`src/rtl/core/ddp_pkg.sv`:
```
package ddp_pkg;

    // register indexes of the configuration port
    localparam logic [2:0] CFG_MIN_DUTY        = 3'd0;
    localparam logic [2:0] CFG_MIN_TURN_DUTY   = 3'd1;
    localparam logic [2:0] CFG_MIN_SPEED_PCT   = 3'd2;
    localparam logic [2:0] CFG_MAX_SPEED_PCT   = 3'd3;
    localparam logic [2:0] CFG_TURN_STOP_PCT   = 3'd4;
    localparam logic [2:0] CFG_FRONT_STOP_DIST = 3'd5;
    localparam logic [2:0] CFG_BACK_STOP_DIST  = 3'd6;
    localparam logic [2:0] CFG_SIDE_DIFF_LIMIT = 3'd7;

    // register reset values
    localparam logic [7:0]  RST_MIN_DUTY        = 8'd5;
    localparam logic [7:0]  RST_MIN_TURN_DUTY   = 8'd0;
    localparam logic [6:0]  RST_MIN_SPEED_PCT   = 7'd5;
    localparam logic [6:0]  RST_MAX_SPEED_PCT   = 7'd80;
    localparam logic [6:0]  RST_TURN_STOP_PCT   = 7'd20;
    localparam logic [15:0] RST_FRONT_STOP_DIST = 16'd400;
    localparam logic [15:0] RST_BACK_STOP_DIST  = 16'd400;
    localparam logic [15:0] RST_SIDE_DIFF_LIMIT = 16'd80;

    // drive pattern codes
    localparam logic [1:0] PAT_COAST   = 2'd0;
    localparam logic [1:0] PAT_FORWARD = 2'd1;
    localparam logic [1:0] PAT_REVERSE = 2'd2;

    // steer codes, two bit signed
    localparam logic [1:0] TURN_NONE  = 2'b00;
    localparam logic [1:0] TURN_RIGHT = 2'b01;
    localparam logic [1:0] TURN_LEFT  = 2'b11;

    // arithmetic constants
    localparam logic [7:0]  AUTO_PCT  = 8'd35;
    localparam logic [7:0]  FULL_DUTY = 8'd255;
    localparam logic [6:0]  FULL_PCT  = 7'd100;
    localparam logic [16:0] NO_ECHO_FAR = 17'h10000;
    // 13/20 as 13 * ceil(2^16 / 20), taken >> 16; exact for duties up to 255
    localparam logic [15:0] INNER_MUL = 16'd42601;

    // pipeline shape
    localparam int NSTG      = 8;
    localparam int NUM_W     = 15;
    localparam int DIV_W     = 7;
    localparam int DIV_STGS  = 3;
    localparam int DIV_STEPS = NUM_W / DIV_STGS;

    // control carried alongside the arithmetic
    typedef struct packed {
        logic       coast;
        logic [1:0] pattern;
        logic [1:0] turn;
        logic       use_min_turn;
    } ctl_t;

    // first stage: speed offset, span and divisor
    typedef struct packed {
        logic [DIV_W-1:0] mag;
        logic             neg;
        logic [7:0]       span;
        logic [DIV_W-1:0] dvs;
        logic             lo_full;
        ctl_t             ctl;
    } st1_t;

    // divider stages: partial remainder and shifting numerator/quotient
    typedef struct packed {
        logic [DIV_W-1:0] rem;
        logic [NUM_W-1:0] numq;
        logic             neg;
        logic [DIV_W-1:0] dvs;
        logic             lo_full;
        ctl_t             ctl;
    } dv_t;

    // a few restoring division steps
    function automatic dv_t div_stage(input dv_t x);
        dv_t          y;
        logic [DIV_W:0] trial;
        logic         ge;
        y = x;
        for (int i = 0; i < DIV_STEPS; i++) begin
            trial  = {y.rem, y.numq[NUM_W-1]};
            ge     = (trial >= {1'b0, y.dvs});
            y.numq = {y.numq[NUM_W-2:0], ge};
            if (ge) begin
                y.rem = DIV_W'(trial - {1'b0, y.dvs});
            end else begin
                y.rem = trial[DIV_W-1:0];
            end
        end
        return y;
    endfunction

endpackage

```
`src/rtl/core/differential_drive_duty_planner_unit.sv`:
```
// throughput: one request per cycle while m_tready is high; an eight stage pipeline (decode, speed
// multiply, three radix-2 divider stages, base duty, inner multiply, output)
// reset: synchronous active-low aresetn empties the pipeline and loads the
// configuration registers with their default values; no clearing pass
module differential_drive_duty_planner_unit (
    input  logic        aclk,
    input  logic        aresetn,
    // configuration write channel
    input  logic        cfg_valid,
    output logic        cfg_ready,
    input  logic [2:0]  cfg_index,
    input  logic [15:0] cfg_data,
    // input stream
    input  logic        s_tvalid,
    output logic        s_tready,
    // go, ahead, steer_request[1:0], speed_pct[7:0], front_dist[15:0],
    // back_dist[15:0], left_dist[15:0], right_dist[15:0], zero pad[3:0]
    input  logic [79:0] s_tdata,
    // auto_mode
    input  logic        s_tuser,
    // result stream
    output logic        m_tvalid,
    input  logic        m_tready,
    // left_duty[7:0], right_duty[7:0], drive_pattern[1:0], turn_taken[1:0],
    // zero pad[3:0]
    output logic [23:0] m_tdata
);
    import ddp_pkg::*;

    // configuration registers
    logic [7:0]  min_duty_reg, min_turn_duty_reg;
    logic [6:0]  min_speed_pct_reg, max_speed_pct_reg, turn_stop_pct_reg;
    logic [15:0] front_stop_dist_reg, back_stop_dist_reg, side_diff_limit_reg;

    assign cfg_ready = 1'b1;

    always_ff @(posedge aclk) begin
        if (!aresetn) begin
            min_duty_reg        <= RST_MIN_DUTY;
            min_turn_duty_reg   <= RST_MIN_TURN_DUTY;
            min_speed_pct_reg   <= RST_MIN_SPEED_PCT;
            max_speed_pct_reg   <= RST_MAX_SPEED_PCT;
            turn_stop_pct_reg   <= RST_TURN_STOP_PCT;
            front_stop_dist_reg <= RST_FRONT_STOP_DIST;
            back_stop_dist_reg  <= RST_BACK_STOP_DIST;
            side_diff_limit_reg <= RST_SIDE_DIFF_LIMIT;
        end else if (cfg_valid && cfg_ready) begin
            case (cfg_index)
                CFG_MIN_DUTY:        min_duty_reg        <= cfg_data[7:0];
                CFG_MIN_TURN_DUTY:   min_turn_duty_reg   <= cfg_data[7:0];
                CFG_MIN_SPEED_PCT:   min_speed_pct_reg   <= cfg_data[6:0];
                CFG_MAX_SPEED_PCT:   max_speed_pct_reg   <= cfg_data[6:0];
                CFG_TURN_STOP_PCT:   turn_stop_pct_reg   <= cfg_data[6:0];
                CFG_FRONT_STOP_DIST: front_stop_dist_reg <= cfg_data;
                CFG_BACK_STOP_DIST:  back_stop_dist_reg  <= cfg_data;
                CFG_SIDE_DIFF_LIMIT: side_diff_limit_reg <= cfg_data;
                default: ;
            endcase
        end
    end

    // input fields
    logic        in_go, in_ahead;
    logic [1:0]  in_steer;
    logic [7:0]  in_pct;
    logic [15:0] in_front, in_back, in_left, in_right;

    assign in_go    = s_tdata[0];
    assign in_ahead = s_tdata[1];
    assign in_steer = s_tdata[3:2];
    assign in_pct   = s_tdata[11:4];
    assign in_front = s_tdata[27:12];
    assign in_back  = s_tdata[43:28];
    assign in_left  = s_tdata[59:44];
    assign in_right = s_tdata[75:60];

    // pipeline valids and per-stage advance
    logic [NSTG:1]   vld_reg;
    logic [NSTG+1:1] en;

    always_comb begin
        en[NSTG+1] = m_tready;
        for (int k = NSTG; k >= 1; k--) begin
            en[k] = !vld_reg[k] || en[k+1];
        end
    end

    assign s_tready = en[1];
    assign m_tvalid = vld_reg[NSTG];

    always_ff @(posedge aclk) begin
        if (!aresetn) begin
            vld_reg <= '0;
        end else begin
            for (int k = NSTG; k >= 2; k--) begin
                if (en[k]) begin
                    vld_reg[k] <= vld_reg[k-1];
                end
            end
            if (en[1]) begin
                vld_reg[1] <= s_tvalid;
            end
        end
    end

    // stage 1 decode: obstacle checks, steer choice, speed clamp
    logic        front_blk, back_blk, has_l, has_r;
    logic [16:0] lc, rc;
    logic [15:0] side_mag;
    logic [7:0]  pct_eff, lo8, c_lo, c_hi;
    logic [8:0]  diff;
    logic [1:0]  auto_turn;
    st1_t        st1_next;

    always_comb begin
        front_blk = (in_front != 16'd0) && (in_front <= front_stop_dist_reg);
        back_blk  = (in_back != 16'd0) && (in_back <= back_stop_dist_reg);
        has_l     = (in_left != 16'd0);
        has_r     = (in_right != 16'd0);
        lc        = has_l ? {1'b0, in_left} : NO_ECHO_FAR;
        rc        = has_r ? {1'b0, in_right} : NO_ECHO_FAR;
        side_mag  = (in_left >= in_right) ? (in_left - in_right) : (in_right - in_left);

        // autonomous steer
        if (front_blk) begin
            auto_turn = (lc > rc) ? TURN_LEFT : TURN_RIGHT;
        end else if (has_l && has_r) begin
            if (side_mag > side_diff_limit_reg) begin
                auto_turn = (in_left > in_right) ? TURN_LEFT : TURN_RIGHT;
            end else begin
                auto_turn = TURN_NONE;
            end
        end else if (has_l) begin
            auto_turn = TURN_RIGHT;
        end else if (has_r) begin
            auto_turn = TURN_LEFT;
        end else begin
            auto_turn = TURN_NONE;
        end

        // speed clamp and offset from the map origin
        pct_eff = s_tuser ? AUTO_PCT : in_pct;
        lo8     = {1'b0, min_speed_pct_reg};
        c_lo    = (pct_eff < lo8) ? lo8 : pct_eff;
        c_hi    = (c_lo > {1'b0, max_speed_pct_reg}) ? {1'b0, max_speed_pct_reg} : c_lo;
        diff    = {1'b0, c_hi} - {1'b0, lo8};

        st1_next.neg     = diff[8];
        st1_next.mag     = diff[8] ? DIV_W'(-diff) : diff[DIV_W-1:0];
        st1_next.span    = FULL_DUTY - min_duty_reg;
        st1_next.dvs     = FULL_PCT - min_speed_pct_reg;
        st1_next.lo_full = (min_speed_pct_reg >= FULL_PCT);

        // mode and coast decision
        st1_next.ctl.use_min_turn = (pct_eff < {1'b0, turn_stop_pct_reg});
        if (s_tuser) begin
            st1_next.ctl.coast        = 1'b0;
            st1_next.ctl.pattern      = PAT_FORWARD;
            st1_next.ctl.turn         = auto_turn;
            st1_next.ctl.use_min_turn = st1_next.ctl.use_min_turn || front_blk;
        end else if (!in_go || (in_ahead && front_blk) || (!in_ahead && back_blk)) begin
            st1_next.ctl.coast   = 1'b1;
            st1_next.ctl.pattern = PAT_COAST;
            st1_next.ctl.turn    = TURN_NONE;
        end else begin
            st1_next.ctl.coast   = 1'b0;
            st1_next.ctl.pattern = in_ahead ? PAT_FORWARD : PAT_REVERSE;
            case (in_steer)
                TURN_LEFT:  st1_next.ctl.turn = TURN_LEFT;
                TURN_RIGHT: st1_next.ctl.turn = TURN_RIGHT;
                default:    st1_next.ctl.turn = TURN_NONE;
            endcase
        end
    end

    // stage 2: offset times duty span; stages 3 to 5: division by the span of percent
    st1_t st1_reg;
    dv_t  dv_reg [0:DIV_STGS];
    dv_t  dv0_next;

    always_comb begin
        dv0_next.rem     = '0;
        dv0_next.numq    = NUM_W'({8'd0, st1_reg.mag} * {7'd0, st1_reg.span});
        dv0_next.neg     = st1_reg.neg;
        dv0_next.dvs     = st1_reg.dvs;
        dv0_next.lo_full = st1_reg.lo_full;
        dv0_next.ctl     = st1_reg.ctl;
    end

    // stage 6: base duty from the quotient
    logic [7:0]  base_next;
    logic [15:0] base_sum;
    dv_t         dv_last;

    always_comb begin
        dv_last  = dv_reg[DIV_STGS];
        base_sum = {1'b0, dv_last.numq} + {8'd0, min_duty_reg};
        if (dv_last.lo_full) begin
            base_next = FULL_DUTY;
        end else if (dv_last.neg) begin
            base_next = min_duty_reg;
        end else if (base_sum > {8'd0, FULL_DUTY}) begin
            base_next = FULL_DUTY;
        end else begin
            base_next = base_sum[7:0];
        end
    end

    logic [7:0]  base6_reg, base7_reg, scaled7_reg;
    ctl_t        ctl6_reg, ctl7_reg;
    logic [23:0] scaled_prod;

    // stage 7: 13/20 of the base duty
    assign scaled_prod = {16'd0, base6_reg} * {8'd0, INNER_MUL};

    // stage 8: inner wheel and output word
    logic [7:0]  inner, left_duty, right_duty;
    logic [23:0] out_next, out_reg;

    always_comb begin
        if (ctl7_reg.use_min_turn || (scaled7_reg < min_turn_duty_reg)) begin
            inner = min_turn_duty_reg;
        end else begin
            inner = scaled7_reg;
        end
        left_duty  = (ctl7_reg.turn == TURN_LEFT) ? inner : base7_reg;
        right_duty = (ctl7_reg.turn == TURN_RIGHT) ? inner : base7_reg;
        if (ctl7_reg.coast) begin
            left_duty  = 8'd0;
            right_duty = 8'd0;
        end
        out_next = {4'd0, ctl7_reg.turn, ctl7_reg.pattern, right_duty, left_duty};
    end

    // payload registers
    always_ff @(posedge aclk) begin
        if (en[1]) begin
            st1_reg <= st1_next;
        end
        if (en[2]) begin
            dv_reg[0] <= dv0_next;
        end
        for (int k = 1; k <= DIV_STGS; k++) begin
            if (en[k+2]) begin
                dv_reg[k] <= div_stage(dv_reg[k-1]);
            end
        end
        if (en[DIV_STGS+3]) begin
            base6_reg <= base_next;
            ctl6_reg  <= dv_last.ctl;
        end
        if (en[DIV_STGS+4]) begin
            base7_reg   <= base6_reg;
            scaled7_reg <= scaled_prod[23:16];
            ctl7_reg    <= ctl6_reg;
        end
        if (en[NSTG]) begin
            out_reg <= out_next;
        end
    end

    assign m_tdata = out_reg;

`ifndef SYNTHESIS
    // a coasting result carries no duty and no steer
    assert property (@(posedge aclk) disable iff (!aresetn)
        (m_tvalid && (m_tdata[17:16] == PAT_COAST)) |->
        ((m_tdata[15:0] == 16'd0) && (m_tdata[19:18] == TURN_NONE)))
        else $error("coast result with nonzero duty or steer");

    // drive pattern and steer codes stay within their meaning
    assert property (@(posedge aclk) disable iff (!aresetn)
        m_tvalid |-> ((m_tdata[17:16] != 2'd3) && (m_tdata[19:18] != 2'b10)))
        else $error("illegal pattern or steer code");

    // an empty output stage never blocks the input side
    assert property (@(posedge aclk) disable iff (!aresetn)
        !vld_reg[NSTG] |-> s_tready)
        else $error("input stalled with empty output stage");

    // pipeline is empty straight after reset
    assert property (@(posedge aclk)
        !aresetn |=> (vld_reg == '0))
        else $error("pipeline not empty after reset");
`endif

endmodule

```
`config.mk`:
```
export PLATFORM = sky130hd
export DESIGN_NAME = differential_drive_duty_planner_unit
export DESIGN_NICKNAME = d
export VERILOG_FILES = /design/src/rtl/core/ddp_pkg.sv /design/src/rtl/core/differential_drive_duty_planner_unit.sv
export SDC_FILE = /design/constraint.sdc
export NUM_CORES = 1
export LEC_CHECK = 0
export ABC_AREA = 1
export BUFFER_PORTS_ARGS = -buffer_cell sky130_fd_sc_hd__buf_2
export CAP_MARGIN = 40
export CORE_UTILIZATION = 60
export CTS_CLUSTER_DIAMETER = 60
export DETAILED_ROUTE_END_ITERATION = 12
export GPL_TIMING_DRIVEN = 0
export PLACE_DENSITY = 0.83
export SYNTH_ARGS = -nofsm -noshare
export SYNTH_HDL_FRONTEND = slang
export SYNTH_SLANG_ARGS = --single-unit
```
`constraint.sdc`:
```
create_clock -name aclk -period 9.2 [get_ports aclk]
set_input_delay 1.84 -clock aclk [delete_from_list [all_inputs] [get_ports aclk]]
set_output_delay 1.84 -clock aclk [all_outputs]
set_load 0.03 [all_outputs]
```
==> reports/metrics.cfg <==
[clock_tree]
cts_sinks=306
root_buffer=clkbuf_16
cts_buffer_depth=3
path_clk_slew_ns=0.06
cts_inserted_buffers=35
htreeDepth=2
clk_latency_ns=0.54
cts_tree=done
postCtsHoldBufs=0

[die]
initial_utilization_pct=61.2
row_count=73
die_width_um=204
io_pins=132
die_area_um2=41500
core_um2=39900
dieHeight_um=204

[placement]
gp_congestion=0.952
hpwl_um=45700
port_buffers=119

[global_route]
gr-usage-all-layers_pct=27.9
grt_overflow=0
grt_max_degree=25
grt_pass1_wl_um=94700
grt_pass1_vias=20300
antenna_found_initial=4

[route]
wl_per_cell_um=15.6
drcViolationCount=0
avgViaCountPerCell=5.54
num_vias=20400
drt-initial-drc-count=1463
ant_nets=0
wl_um=57500
drt_first_pass_iters=6

[critical_path]
cp-start-kind=register
cp-end-kind=register
arrival_ns=8.73
crit_type=register to register
reg2reg_depth=49
cp_num_cells=49
crit_end=dv_reg[3][15]$_DFFE_PP_
rrSetupSlack_ns=0.74
worst-path-buf-inv=6
critPathLaunch=dv_reg[2][11]$_DFFE_PP_
crit_slowest_cell=nor4_1
cp_top_family=simple AND/OR/NAND/NOR gates
rr_startpoint=dv_reg[2][11]$_DFFE_PP_
crit_fanout=10
path_common_cell=nand2_1
worst_path_largest_cell_delay_ns=0.50
required_ns=9.47
r2r_end=dv_reg[3][15]$_DFFE_PP_

[final_layout]
final_common_cell=nand2_1
nets=3632
syn_to_final_growth_pct=11.0
layout_common_cells=nand2_1, inv_1, ha_1
largest_register_ffs=127
drive_gt1_share_pct=9.06

[synth]
ys_ff_latch=306
yosys.area.top_type=edfxtp_1
avgSynthCellArea_um2=8.27
synth_ff_type=edfxtp_1
yosys_warnings=0
ys_types=64
synth_area_um2=24400
synthTopCellsByArea=edfxtp_1, ha_1, nand2_1
async_reset_ff_share_pct=0
synthesis.instances=2953
synth_edf_count=213
ys_seq_area_share_pct=33.8
yosysTopAreaCellShare_pct=26.2

[sta]
hold_violations=0
max_freq_mhz=118
setup_viol=0
period_share_pct=91.9
tightestPinTransition_ns=0.859
finClkSkew_ns=0.0208
slew_viol_final=0
relSlewSlack_pct=42.7
finalCriticalPeriod_ns=8.46
setup_tns_ns=0

[run_status]
outcome=complete, no violations

[flow_run]
maxCapViolCount=0

[hold_path]
hold_class=register to register

==> cell type report <==
| class | instances | area (um2) |
|---|---|---|
| Tap cell | 525 | 657 |
| Sequential cell | 306 | 8260 |
| Multi-Input combinational cell | 2017 | 13800 |
| Clock buffer | 43 | 936 |
| Fill cell | 3050 | 12800 |
| Antenna cell | 4 | 10.0 |
| Inverter | 564 | 2120 |
| Clock inverter | 21 | 245 |
| Timing Repair Buffer | 134 | 793 |
| Buffer | 70 | 314 |
==> kinds of logic after synthesis <==
group           share of synthesized area (%)
compound gates                           12.7
flops                                    33.8
xor+xnor                                 4.09
fa+ha+maj                                22.5
buf+inv                                  9.96
mux                                    0.0410
other cells                            0.0308
simple gates                             16.9
==> worst reg2reg max path, delay by kind of cell, from the launching register on <==
family	cells	cell delay, ns
buffers and inverters	6	0.92
AND/OR/NAND/NOR	23	2.67
AO/OA/AOI/OAI	15	2.63
flip-flops	1	0.35
adder cells (fa/ha/maj)	5	1.61
==> metrics by stage <==
step                instance area, um2  setup slack (ns)  hold slack (ns)  cells  utilization, %
CTS                              27000             0.237            0.417   3670            67.6
floorplan                        24400             0.646            0.400   2956               -
global placement                 25700             -1.04            0.403   3600            64.3
finish                           27100             0.744            0.411   3684            67.9
global route                     27100          -0.00570            0.420   3684            67.9
detailed placement               25800             0.263            0.405   3606            64.7
==> how the worst min path moves through the flow <==
stage                                       start                       to  cells past startpoint
after floorplan            dv_reg[3][0]$_DFFE_PP_    ctl6_reg[0]$_DFFE_PP_                      0
after global placement    dv_reg[1][20]$_DFFE_PP_  dv_reg[2][25]$_DFFE_PP_                      0
after detailed placement    ctl6_reg[5]$_DFFE_PP_    ctl7_reg[5]$_DFFE_PP_                      0
after CTS                   dv0_next[9]$_DFFE_PP_   dv_reg[0][9]$_DFFE_PP_                      0
after global routing        dv0_next[9]$_DFFE_PP_   dv_reg[0][9]$_DFFE_PP_                      0
final                     dv_reg[1][14]$_DFFE_PP_  dv_reg[2][14]$_DFFE_PP_                      0
==> layer usage <==
layer / track usage [%] / vias to the layer above / wire length (um)
met5: 0 / - / 0
li1: - / 10100 / -
met3: 3.07 / 165 / 3270
met2: 50.0 / 689 / 28300
met1: 34.3 / 9474 / 23800
met4: 11.0 / 0 / 2060
==> cells in the mapped netlist, drive strengths merged (19+ instances only) <==
master / count
edfxtp: 213
a21oi: 262
nand4: 33
ha: 333
o21ai: 200
nand3: 113
dfxtp: 93
inv: 560
nor4: 22
clkbuf: 53
or2: 19
nor2: 142
xnor2: 34
xor2: 80
o211ai: 23
fa: 66
nand2: 587
==> what timing repair did <==
action	4_1_cts	5_1_grt
gates resized for setup	0	10
setup endpoints to repair	0	9
setup buffers	0	9
Power is left out: the tool's default activity adds up to more than one toggle a clock period on the data nets, which glitch-free logic cannot reach.
